[src/hsv_pkg.sv]
`timescale 1ns / 1ps

package hsv_pkg;

    localparam int CH_W    = 8;
    localparam int HUE_W   = 9;
    localparam int QUOT_W  = 8;   // quotient bits, one per cell
    localparam int N_CELLS = QUOT_W;

    localparam logic [HUE_W-1:0] HUE_BASE_R  = 9'd0;
    localparam logic [HUE_W-1:0] HUE_BASE_G  = 9'd120;
    localparam logic [HUE_W-1:0] HUE_BASE_B  = 9'd240;
    localparam logic [HUE_W-1:0] HUE_BASE_RW = 9'd360;
    localparam logic [HUE_W-1:0] HUE_MAX     = 9'd360;

    // one restoring divider: partial remainder plus numerator/quotient shift word
    typedef struct packed {
        logic [CH_W-1:0] rem;
        logic [QUOT_W-1:0] sh;
    } div_t;

    // everything one pixel carries down the chain
    typedef struct packed {
        div_t              hdiv;
        logic [CH_W-1:0]   hden;
        div_t              sdiv;
        logic [CH_W-1:0]   vmax;   // also the saturation divisor
        logic [HUE_W-1:0]  base;
        logic              neg;
        logic              gray;
    } lane_t;

    function automatic div_t div_step(input div_t d, input logic [CH_W-1:0] den);
        logic [CH_W:0] trial;
        logic          qbit;
        div_t          res;
        trial = {d.rem, d.sh[QUOT_W-1]};
        qbit  = (trial >= {1'b0, den});
        if (qbit) begin
            trial = trial - {1'b0, den};
        end
        res.rem = trial[CH_W-1:0];
        res.sh  = {d.sh[QUOT_W-2:0], qbit};
        return res;
    endfunction

endpackage

[src/rgb_to_hsv_integer_top.sv]
`timescale 1ns / 1ps

// channel   direction  tdata fields (lsb first)                      width
// s_axis    in         red[7:0] green[15:8] blue[23:16]              24
// m_axis    out        hue[8:0] saturation[16:9] brightness[24:17]  32 (bits 31:25 zero)
//
// one pixel per clock sustained while the output is ready; each pixel passes through
// the sort stage, 8 divider cells at one quotient bit each, and the output register
// every stage has its own valid bit, so bubbles close up under backpressure
// aresetn (synchronous, active low) clears the valid bits only

module rgb_to_hsv_integer_top (
    input  logic        aclk,
    input  logic        aresetn,
    input  logic        s_axis_tvalid,
    output logic        s_axis_tready,
    input  logic [23:0] s_axis_tdata,   // red, green, blue
    output logic        m_axis_tvalid,
    input  logic        m_axis_tready,
    output logic [31:0] m_axis_tdata    // hue, saturation, brightness, zero pad
);

    logic                      vld [hsv_pkg::N_CELLS+1];
    logic                      rdy [hsv_pkg::N_CELLS+1];
    hsv_pkg::lane_t            lane [hsv_pkg::N_CELLS+1];
    logic [hsv_pkg::HUE_W-1:0] hue;
    logic [hsv_pkg::CH_W-1:0]  saturation;
    logic [hsv_pkg::CH_W-1:0]  brightness;

    hsv_front u_front (
        .aclk      (aclk),
        .aresetn   (aresetn),
        .in_valid  (s_axis_tvalid),
        .in_ready  (s_axis_tready),
        .red       (s_axis_tdata[7:0]),
        .green     (s_axis_tdata[15:8]),
        .blue      (s_axis_tdata[23:16]),
        .out_valid (vld[0]),
        .out_ready (rdy[0]),
        .out_lane  (lane[0])
    );

    for (genvar i = 0; i < hsv_pkg::N_CELLS; i++) begin : g_cell
        hsv_cell u_cell (
            .aclk      (aclk),
            .aresetn   (aresetn),
            .in_valid  (vld[i]),
            .in_ready  (rdy[i]),
            .in_lane   (lane[i]),
            .out_valid (vld[i+1]),
            .out_ready (rdy[i+1]),
            .out_lane  (lane[i+1])
        );
    end

    hsv_back u_back (
        .aclk       (aclk),
        .aresetn    (aresetn),
        .in_valid   (vld[hsv_pkg::N_CELLS]),
        .in_ready   (rdy[hsv_pkg::N_CELLS]),
        .in_lane    (lane[hsv_pkg::N_CELLS]),
        .out_valid  (m_axis_tvalid),
        .out_ready  (m_axis_tready),
        .hue        (hue),
        .saturation (saturation),
        .brightness (brightness)
    );

    assign m_axis_tdata = {7'b0, brightness, saturation, hue};

`ifndef SYNTHESIS
    // a free output must never stall the input side
    a_no_stall: assert property (@(posedge aclk) disable iff (!aresetn)
        m_axis_tready |-> s_axis_tready)
        else $error("input stalled while output ready");

    a_hue_range: assert property (@(posedge aclk) disable iff (!aresetn)
        m_axis_tvalid |-> (hue <= hsv_pkg::HUE_MAX))
        else $error("hue above 360");

    // zero saturation only for gray, and gray has hue zero
    a_gray_hue: assert property (@(posedge aclk) disable iff (!aresetn)
        (m_axis_tvalid && (saturation == '0)) |-> (hue == '0))
        else $error("zero saturation with nonzero hue");

    a_black_sat: assert property (@(posedge aclk) disable iff (!aresetn)
        (m_axis_tvalid && (brightness == '0)) |-> (saturation == '0))
        else $error("black pixel with nonzero saturation");
`endif

endmodule

[src/hsv_front.sv]
`timescale 1ns / 1ps

module hsv_front (
    input  logic                     aclk,
    input  logic                     aresetn,
    input  logic                     in_valid,
    output logic                     in_ready,
    input  logic [hsv_pkg::CH_W-1:0] red,
    input  logic [hsv_pkg::CH_W-1:0] green,
    input  logic [hsv_pkg::CH_W-1:0] blue,
    output logic                     out_valid,
    input  logic                     out_ready,
    output hsv_pkg::lane_t           out_lane
);

    logic                     valid_reg;
    logic                     valid_next;
    hsv_pkg::lane_t           lane_reg;
    hsv_pkg::lane_t           lane_next;

    logic [hsv_pkg::CH_W-1:0] mx;
    logic [hsv_pkg::CH_W-1:0] mn;
    logic [hsv_pkg::CH_W-1:0] num;
    logic [hsv_pkg::CH_W-1:0] dif;
    logic [hsv_pkg::HUE_W-1:0] base;
    logic                     neg;
    logic                     gray;
    logic [13:0]              hnum;
    logic [15:0]              snum;

    // pick max, min and the hue sector as the conversion's branch order does
    always_comb begin
        mx   = green;
        mn   = green;
        num  = '0;
        base = hsv_pkg::HUE_BASE_R;
        neg  = 1'b0;
        gray = 1'b0;
        if (red > green) begin
            if (blue > red) begin
                mx = blue;  mn = green; base = hsv_pkg::HUE_BASE_B;  num = red - green;
            end else if (green < blue) begin
                mx = red;   mn = green; base = hsv_pkg::HUE_BASE_RW; num = blue - green;
                neg = 1'b1;
            end else begin
                mx = red;   mn = blue;  base = hsv_pkg::HUE_BASE_R;  num = green - blue;
            end
        end else if (blue < red) begin
            mx = green; mn = blue;  base = hsv_pkg::HUE_BASE_G;  num = red - blue;
            neg = 1'b1;
        end else if (green < blue) begin
            mx = blue;  mn = red;   base = hsv_pkg::HUE_BASE_B;  num = green - red;
            neg = 1'b1;
        end else if (green != red) begin
            mx = green; mn = red;   base = hsv_pkg::HUE_BASE_G;  num = blue - red;
        end else begin
            gray = 1'b1;
        end
    end

    assign dif  = mx - mn;
    // num * 60 and dif * 255 by shift and subtract
    assign hnum = {num, 6'b0} - {4'b0, num, 2'b0};
    assign snum = {dif, 8'b0} - {8'b0, dif};

    always_comb begin
        lane_next.hdiv.rem = {2'b0, hnum[13:8]};
        lane_next.hdiv.sh  = hnum[7:0];
        lane_next.hden     = dif;
        lane_next.sdiv.rem = snum[15:8];
        lane_next.sdiv.sh  = snum[7:0];
        lane_next.vmax     = mx;
        lane_next.base     = base;
        lane_next.neg      = neg;
        lane_next.gray     = gray;
    end

    assign in_ready = !valid_reg || out_ready;

    always_comb begin
        valid_next = valid_reg;
        if (in_ready) begin
            valid_next = in_valid;
        end
    end

    always_ff @(posedge aclk) begin
        if (!aresetn) begin
            valid_reg <= 1'b0;
        end else begin
            valid_reg <= valid_next;
        end
    end

    always_ff @(posedge aclk) begin
        if (in_valid && in_ready) begin
            lane_reg <= lane_next;
        end
    end

    assign out_valid = valid_reg;
    assign out_lane  = lane_reg;

endmodule

[src/hsv_cell.sv]
`timescale 1ns / 1ps

module hsv_cell (
    input  logic           aclk,
    input  logic           aresetn,
    input  logic           in_valid,
    output logic           in_ready,
    input  hsv_pkg::lane_t in_lane,
    output logic           out_valid,
    input  logic           out_ready,
    output hsv_pkg::lane_t out_lane
);

    logic           valid_reg;
    logic           valid_next;
    hsv_pkg::lane_t lane_reg;
    hsv_pkg::lane_t lane_next;

    // one quotient bit of each division
    always_comb begin
        lane_next      = in_lane;
        lane_next.hdiv = hsv_pkg::div_step(in_lane.hdiv, in_lane.hden);
        lane_next.sdiv = hsv_pkg::div_step(in_lane.sdiv, in_lane.vmax);
    end

    assign in_ready = !valid_reg || out_ready;

    always_comb begin
        valid_next = valid_reg;
        if (in_ready) begin
            valid_next = in_valid;
        end
    end

    always_ff @(posedge aclk) begin
        if (!aresetn) begin
            valid_reg <= 1'b0;
        end else begin
            valid_reg <= valid_next;
        end
    end

    always_ff @(posedge aclk) begin
        if (in_valid && in_ready) begin
            lane_reg <= lane_next;
        end
    end

    assign out_valid = valid_reg;
    assign out_lane  = lane_reg;

endmodule

[src/hsv_back.sv]
`timescale 1ns / 1ps

module hsv_back (
    input  logic                      aclk,
    input  logic                      aresetn,
    input  logic                      in_valid,
    output logic                      in_ready,
    input  hsv_pkg::lane_t            in_lane,
    output logic                      out_valid,
    input  logic                      out_ready,
    output logic [hsv_pkg::HUE_W-1:0] hue,
    output logic [hsv_pkg::CH_W-1:0]  saturation,
    output logic [hsv_pkg::CH_W-1:0]  brightness
);

    logic                      valid_reg;
    logic                      valid_next;
    logic [hsv_pkg::HUE_W-1:0] hue_reg;
    logic [hsv_pkg::HUE_W-1:0] hue_next;
    logic [hsv_pkg::CH_W-1:0]  sat_reg;
    logic [hsv_pkg::CH_W-1:0]  sat_next;
    logic [hsv_pkg::CH_W-1:0]  val_reg;
    logic [hsv_pkg::HUE_W-1:0] hq;

    assign hq = {1'b0, in_lane.hdiv.sh};

    // gray has a zero hue divisor, so its hue quotient is meaningless
    always_comb begin
        if (in_lane.gray) begin
            hue_next = '0;
            sat_next = '0;
        end else begin
            hue_next = in_lane.neg ? in_lane.base - hq : in_lane.base + hq;
            sat_next = in_lane.sdiv.sh;
        end
    end

    assign in_ready = !valid_reg || out_ready;

    always_comb begin
        valid_next = valid_reg;
        if (in_ready) begin
            valid_next = in_valid;
        end
    end

    always_ff @(posedge aclk) begin
        if (!aresetn) begin
            valid_reg <= 1'b0;
        end else begin
            valid_reg <= valid_next;
        end
    end

    always_ff @(posedge aclk) begin
        if (in_valid && in_ready) begin
            hue_reg <= hue_next;
            sat_reg <= sat_next;
            val_reg <= in_lane.vmax;
        end
    end

    assign out_valid  = valid_reg;
    assign hue        = hue_reg;
    assign saturation = sat_reg;
    assign brightness = val_reg;

endmodule
[config.mk]
export PLATFORM = sky130hd
export DESIGN_NAME = rgb_to_hsv_integer_top
export DESIGN_NICKNAME = d
export VERILOG_FILES = /design/src/hsv_pkg.sv /design/src/rgb_to_hsv_integer_top.sv /design/src/hsv_front.sv /design/src/hsv_cell.sv /design/src/hsv_back.sv
export SDC_FILE = /design/constraint.sdc
export NUM_CORES = 1
export LEC_CHECK = 0
export ABC_AREA = 1
export BUFFER_PORTS_ARGS = -buffer_cell sky130_fd_sc_hd__clkbuf_2
export CORE_MARGIN = 2
export CORE_UTILIZATION = 60
export DETAILED_ROUTE_END_ITERATION = 8
export PLACE_DENSITY = 0.77
export SLEW_MARGIN = 20
export SYNTH_ARGS = -nofsm -noshare
export SYNTH_HDL_FRONTEND = slang
export SYNTH_SLANG_ARGS = --single-unit
[constraint.sdc]
create_clock -name aclk -period 5.1 [get_ports aclk]
set_input_delay 0.255 -clock aclk [delete_from_list [all_inputs] [get_ports aclk]]
set_output_delay 0.255 -clock aclk [all_outputs]
set_load 0.01 [all_outputs]
==> results of run 1 <==
worst max-delay path: cells and delay by family:
kind                       cells  cell delay, ps
AOI/OAI and AO/OA              3             350
adders and majority gates      5            1550
buffers and inverters          8             760
and+or+nand+nor               10            1680
cell usage after synthesis (3+ instances only):
cell type | n | area, um2
nor2_2 | 10 | 62.6
o21a_1 | 4 | 30.0
nand2_4 | 5 | 56.3
nand3_1 | 63 | 315
nand3_2 | 8 | 80.1
ha_1 | 190 | 2380
nand2_2 | 21 | 131
nor2_4 | 5 | 56.3
nor2_1 | 181 | 679
o21bai_1 | 12 | 90.1
clkbuf_1 | 3 | 11.3
a31oi_1 | 11 | 68.8
nand2_1 | 336 | 1260
nor4_1 | 3 | 18.8
o211ai_1 | 11 | 82.6
buf_6 | 9 | 101
xnor2_1 | 34 | 298
o21ai_0 | 116 | 581
o21ai_1 | 17 | 85.1
buf_4 | 22 | 165
o221ai_1 | 3 | 26.3
nand2_8 | 3 | 60.1
or2_2 | 4 | 25.0
a21oi_2 | 5 | 43.8
inv_1 | 377 | 1420
edfxtp_1 | 471 | 14100
fa_1 | 21 | 420
buf_2 | 8 | 40.0
a211oi_1 | 8 | 60.1
a21oi_1 | 194 | 971
dfxtp_1 | 10 | 200
inv_2 | 7 | 26.3
nor3_1 | 24 | 120
o41ai_1 | 6 | 52.6
nand4_1 | 18 | 113
xor2_1 | 71 | 622
a21o_1 | 11 | 82.6
metal layers:
metal | routed length [um] | GRT usage (%)
met5 | 11 | 0
met4 | 1980 | 9.83
met3 | 1830 | 3.01
met2 | 25800 | 43.2
met1 | 20400 | 27.9
power by group through the flow:
| stage | combinational [uW] | clock [uW] | sequential (uW) |
|---|---|---|---|
| 2_1_floorplan | 1830 | 0 | 4930 |
| 3_3_place_gp | 2270 | 0 | 5020 |
| 3_5_place_dp | 2360 | 0 | 5030 |
| 4_1_cts | 2380 | 3400 | 4950 |
| 5_1_grt | 2720 | 3550 | 4970 |
| 6_report | 2400 | 3320 | 4950 |
cell type report:
| type | count | area (um2) |
|---|---|---|
| Sequential cell | 481 | 14300 |
| Fill cell | 2926 | 13700 |
| Multi-Input combinational cell | 1419 | 9080 |
| Inverter | 388 | 1470 |
| Clock buffer | 58 | 1240 |
| Tap cell | 532 | 666 |
| Timing Repair Buffer | 67 | 373 |
| Clock inverter | 28 | 250 |
cell families after synthesis:
kind of cell / count (synthesis) / share of synthesized area [%]
compound gates: 407 / 8.97
xor+xnor: 105 / 3.66
fa+ha+maj: 211 / 11.1
buf+inv: 431 / 7.10
flops: 481 / 57.0
other cells: 1 / 0.0149
simple gates: 689 / 12.1
metrics by stage:
stage / cell area, um2 / total power [uW]
floorplan: 25200 / 6750
finish: 27400 / 10700
CTS: 27400 / 10700
global placement: 25900 / 7290
detailed placement: 25900 / 7390
global route: 27400 / 11200
how the worst min path moves through the flow:
stage / from / endpoint / slack (ps) / cells after the start
after floorplan: u_front.out_lane[0] / g_cell[0].u_cell.out_lane[0] / 400 / 0
after global placement: g_cell[4].u_cell.out_lane[10] / g_cell[5].u_cell.out_lane[10] / 400 / 0
after detailed placement: u_front.out_lane[10] / g_cell[0].u_cell.out_lane[10] / 400 / 0
after CTS: aresetn / g_cell[2].u_cell.out_valid / 8 / 3
after global routing: aresetn / g_cell[5].u_cell.out_valid / 60 / 3
final: aresetn / g_cell[6].u_cell.out_valid / 60 / 3
repair_timing:
| action | in CTS | in global routing |
|---|---|---|
| gates resized for setup | 0 | 0 |
| setup buffers | 0 | 0 |
| hold buffers | 2 | 0 |
| hold endpoints to repair | 2 | 0 |
==> metrics.md, run 1 <==
| Metric | Value |
|---|---|
| Fmax | around 0.23 GHz |
| Post-Route WL | around 50000 um |
| Clock sink count | between 400 and 500 |
| Row cnt | between 70 and 80 |
| Cts bufs inserted | 47 |
| Max FFs per register | 396 |
| Die Y | 209 um |
| GP Congestion | between 0.9 and 1 |
| Commonest non-fill, non-tap cell in the layout | edfxtp_1 |
| Via count | 16100 |
| Hpwl dp | 37800 um |
| Pwr/cell area | around 390 nW/um2 |
| Final setup margin | between 700 and 800 ps |
| Status | finished, final reports clean |
| CP startpoint kind | input pin |
| Clock share of power | 31.2% |
| Sequential Power Share | a little under half |
| Critical path destination | u_front.out_lane[31] |
| Max Root-Sink Buffers | 3 |
| Slowest CP cell | fa_1 |
| Core area | 41100 um2 |
| IO Pins | 62 |
| Worst IR drop on VDD | 0.226 mV |
| Most frequent cells in the layout | 471 x edfxtp_1, 372 x inv_1, 336 x nand2_1 |
| ANT cells | 0 |
| Tmin final | 4300 ps |
| Port-buffer cells | 54 |
| DRC Markers | 0 |
| Area grow syn2layout | 9.04% |
| Slew headroom | between 30 and 40% |
| Setup tns final | 0 ps |
| Setup slack, reg-to-reg | 1450 ps |
| Clock-pin slew on the worst setup and hold paths | approximately 60 ps |
| First-pass GRT wire length | between 80000 and 90000 um |
| Initial antenna violation count | 1 |
| P_leak | roughly 0.012 uW |
| Die area | roughly 44000 um2 |
| Root Driver | clkbuf_16 |
| Sw power | slightly above 3000 uW |
| Final Skew | between 20 and 30 ps |
| Most frequently used flop master after synthesis | edfxtp_1 |
| Post-Syn Area | between 20000 and 30000 um2 |
| Critical path's largest stage delay | 480 ps |
| Post-synth EDFFs | ~470 |
| Worst hold slack | 58.9 ps |
| Grt total ovfl | 0 |
| Largest net degree at the start of global routing | 54 |
| Sequential-to-total area share from yosys stat | 57.0% |
| Final hold vios | 0 |
| Placed Cells | 2885 |
| Unrepaired setup endpoints after global routing | false |
| Avg Cell Area, Syn | around 11 um2 |
| WP data arrival | 4630 ps |
| CP Launch Point | s_axis_tdata[16] |
| Vias per cell | about 5.4 |
| All-layer global routing usage | 23.6% |
| Reg-to-Reg Start | u_back.out_valid |
| Worst Reg2Reg Path Length in Cells | 17 |
| Combinational share of power | 22.5% |
| Drt first pass iters | 7 |
| Worst Hold Class | input pin to flop |
| Synthesized flop and latch total | 481 |
| CTS tree | built |
| Crit. End Element | flop |
| Starting Density | 61.2% |
| Crit Path Category | input pin to flop |
| Final Util | between 60% and 70% |
| Pins Over Slew Limit | 0 |
| Total Nets Final | ~2600 |
| Final setup fails | 0 |
| Top cell by count, worst path | inv_1 |
| Pre-CTS setup slack | approximately 260 ps |
| Mapped Cells | 2325 |
| Final ANT Viol Nets | 0 |
| First DRT Iteration DRCs | between 1000 and 1500 |
| Worst-Margin Slew | 1010 ps |
| Max cap viols | 0 |
| Die X | 209 um |
| Share of the clock period used by the worst path | 84.4% |
| Avg WL per Cell | 16.8 um |
| Crit path required time | around 5400 ps |
| Vias in the first global route | between 15000 and 20000 |
| FFs w/ async S/R, synth | 0% |
| Synth unique cells | 54 |
| Reg-to-reg endpoint | u_front.out_lane[51] |
| Crit Path Max Fanout | 18 |
| Synth warnings | 0 |
| CTS H-tree lvls | 2 |
| Layout Cells excl Fill | roughly 3000 |
| Cell internal pwr | between 7000 and 8000 uW |
| Clk Latency, worst-skew pair | around 580 ps |
| Net Sw Frac | between 20% and 30% |
| Share of cells above drive strength 1 | roughly 8.7% |
No activity file was read; power rests on OpenSTA's default activity.
==> run 2: changes to the inputs <==
Settings changed: ABC_AREA 1 to 0.
Clock period 5.1 ns to 4.45 ns, I/O delays scaled along.
==> metrics.md, run 2 <==
| Metric | Value |
|---|---|
| Status | finished, final reports clean |
| Ranking of synthesized cells by area | edfxtp_1 58%, ha_1 9.7%, inv_1 3.8% |
| Critical path destination | u_front.out_lane[27] |
| Combinational share of power | a little under a quarter |
| Area of the multi-input gates | between 9000 and 10000 um2 |
| CTS tree | built |
| Reg-to-reg endpoint | g_cell[5].u_cell.out_lane[32] |
| Hpwl dp | between 30000 and 40000 um |
| Via count | between 15000 and 20000 |
| Tmin final | just over 4000 ps |
| Vias per cell | 5.55 |
| Final ANT Viol Nets | 0 |
| P_leak | about 0.011 uW |
| Setup tns final | 0 ps |
| Clock-pin slew on the worst setup and hold paths | 60 ps |
| Post-CTS Hold Buffers | 0 |
| Die Y | between 200 and 250 um |
| DRC Markers | 0 |
| Vias in the first global route | 15700 |
| Commonest non-fill, non-tap cell in the layout | edfxtp_1 |
| Unrepaired setup endpoints after global routing | false |
| Sequential-to-total area share from yosys stat | 58.5% |
| Most frequently used flop master after synthesis | edfxtp_1 |
| Clk Latency, worst-skew pair | 550 ps |
| Clock sink count | ~480 |
| Reg-to-Reg Start | g_cell[4].u_cell.out_lane[12] |
| Initial antenna violation count | 2 |
| Area grow syn2layout | 15.3% |
| Simple-gate share of the synthesized area | about 7.6% |
| Synth area leader | edfxtp_1 |
| Net Sw Frac | roughly a quarter |
| IO Pins | 62 |
| Cts bufs inserted | 47 |
| Fmax | around 0.24 GHz |
| Share of cells above drive strength 1 | approximately 18% |
| Sw power | roughly 3400 uW |
| FF/Latch Area | ~14000 um2 |
| CTS H-tree lvls | 2 |
| Most common cell in the netlist | edfxtp_1 |
| GP Congestion | between 1 and 1.5 |
| Mux contribution to synthesized area | between 4 and 5% |
| Worst-Margin Slew | about 860 ps |
| Final setup fails | 0 |
| Worst Reg2Reg Path Length in Cells | 11 |
| Core area | 40600 um2 |
| Clock share of power | about 32% |
| All-layer global routing usage | between 20% and 30% |
| First DRT Iteration DRCs | roughly 840 |
| Drt first pass iters | 5 |
| Max FFs per register | roughly 400 |
| Row cnt | 74 |
| Final hold vios | 0 |
| Die X | 206 um |
| Overall power | approximately 13000 uW |
| Share of the clock period used by the worst path | 93.2% |
| Crit. End Element | flop |
| Main combinational cell family by area after synthesis | adder cells |
| Crit Path Category | input pin to flop |
| Cell internal pwr | just over 9000 uW |
| Pins Over Slew Limit | 0 |
| CP startpoint kind | input pin |
| Die area | approximately 42000 um2 |
| Setup slack, reg-to-reg | between 900 and 1000 ps |
| Largest net degree at the start of global routing | 51 |
| Post-Syn Area | 24500 um2 |
| Max Root-Sink Buffers | 3 |
| Final Util | 69.7% |
| Synth unique cells | 71 |
| Post-Route WL | between 40000 and 50000 um |
| FFs w/ async S/R, synth | 0% |
| Postcts setup bufs | 0 |
| Grt total ovfl | 0 |
| Post-Synth XOR/XNOR Area | under 10% |
| Avg Cell Area, Syn | roughly 13 um2 |
| Post-synth EDFFs | ~470 |
| Synthesized flop and latch total | 481 |
| Root Driver | clkbuf_16 |
| Avg WL per Cell | 18.3 um |
| Yosys top cell area share | 57.7% |
| CP Launch Point | s_axis_tdata[0] |
| Worst Hold Class | input pin to flop |
| Pwr/cell area | about 450 nW/um2 |
| Post-CTS sizing | 0 |
| First-pass GRT wire length | roughly 80000 um |
| Filler cells | 2747 |
| Mapped Cells | around 1900 |
| Synth Area in Compound Gates | under 10% |
| WP data arrival | about 4400 ps |
| Most frequent cells in the layout | 471 x edfxtp_1, 247 x inv_1, 187 x ha_1 |
| Slew headroom | 42.6% |
| Post-synth top cells | 471 x edfxtp_1, 250 x inv_1, 190 x ha_1 |
| Sequential Power Share | between 40% and 50% |
| Final Skew | between 10 and 15 ps |
| Synth Area in Adders | 11.4% |
| Crit Path Max Fanout | 7 |
| Total Nets Final | 2388 |
| Worst IR drop on VDD | between 0.2 and 0.3 mV |
| Crit path required time | about 4700 ps |
| Port-buffer cells | 54 |
| Max cap viols | 0 |
| Starting Density | between 60% and 70% |
| Synth warnings | 0 |
==> run 2: layout make-up <==
class / instances / area share (%)
Sequential cell: 481 / 50.7
Multi-Input combinational cell: 1170 / 32.9
Timing Repair Buffer: 199 / 4.89
Clock buffer: 56 / 4.43
Inverter: 250 / 3.33
Tap cell: 532 / 2.35
Clock inverter: 28 / 1.33
Antenna cell: 1 / 0.00885
==> run 2: worst max-delay path: stages <==
cell	delay [ps]
clkbuf_2	140
inv_1	100
ha_1	180
inv_1	60
fa_2	360
nand3_2	100
a21oi_2	70
o31ai_4	450
nor2_1	170
buf_4	160
a21oi_1	120
a21bo_2	240
ha_2	180
inv_2	60
fa_2	440
inv_2	90
ha_4	130
nand2_1	70
or3_4	420
nor3_4	230
nor3b_2	190
mux2_4	180
xnor2_1	60
==> run 2: power groups by stage <==
stage	sequential (uW)	combinational [uW]	clock (uW)
6_report	5630	3000	4130
3_5_place_dp	5720	2960	0
2_1_floorplan	5620	2010	0
5_1_grt	5650	3290	4380
4_1_cts	5620	2990	4200
3_3_place_gp	5700	2890	0
==> run 2: per-layer routing <==
layer,vias to the layer above,wire [um],global-route usage [%]
met3,132,2200,3.97
met2,346,25000,43.1
met5,-,17,0
met1,7231,19800,27.8
li1,7378,-,-
met4,2,2840,13.0
==> run 2: cells by family (layout without fill, tap and decap cells) <==
logic type                 after synthesis  after routing
DFF                                    481            481
and+or+nand+nor                        388            388
AOI/OAI and AO/OA                      361            361
buffers and inverters                  277            533
adders and majority gates              211            211
muxes                                  105            105
xor gates and xnor gates                98             98
other                                    1              8
==> run 2: worst min-delay path by stage <==
stage,start,endpoint,depth (start not counted)
after floorplan,s_axis_tvalid,u_front.out_valid,2
after global placement,g_cell[3].u_cell.out_lane[6],g_cell[4].u_cell.out_lane[6],0
after detailed placement,u_front.out_lane[49],g_cell[0].u_cell.out_lane[50],0
after CTS,aresetn,g_cell[7].u_cell.out_valid,2
after global routing,aresetn,g_cell[6].u_cell.out_valid,2
final,aresetn,g_cell[1].u_cell.out_valid,2
==> run 2: per-stage QoR <==
step,hold WS (ps),worst slack (ps),instances,area [um2]
floorplan,382,0.241,1928,24700
finish,48.7,304,2717,28300
global placement,400,-89.5,2632,26600
global route,57.6,35.2,2716,28300
CTS,25.2,330,2716,28300
detailed placement,405,-239,2632,26600
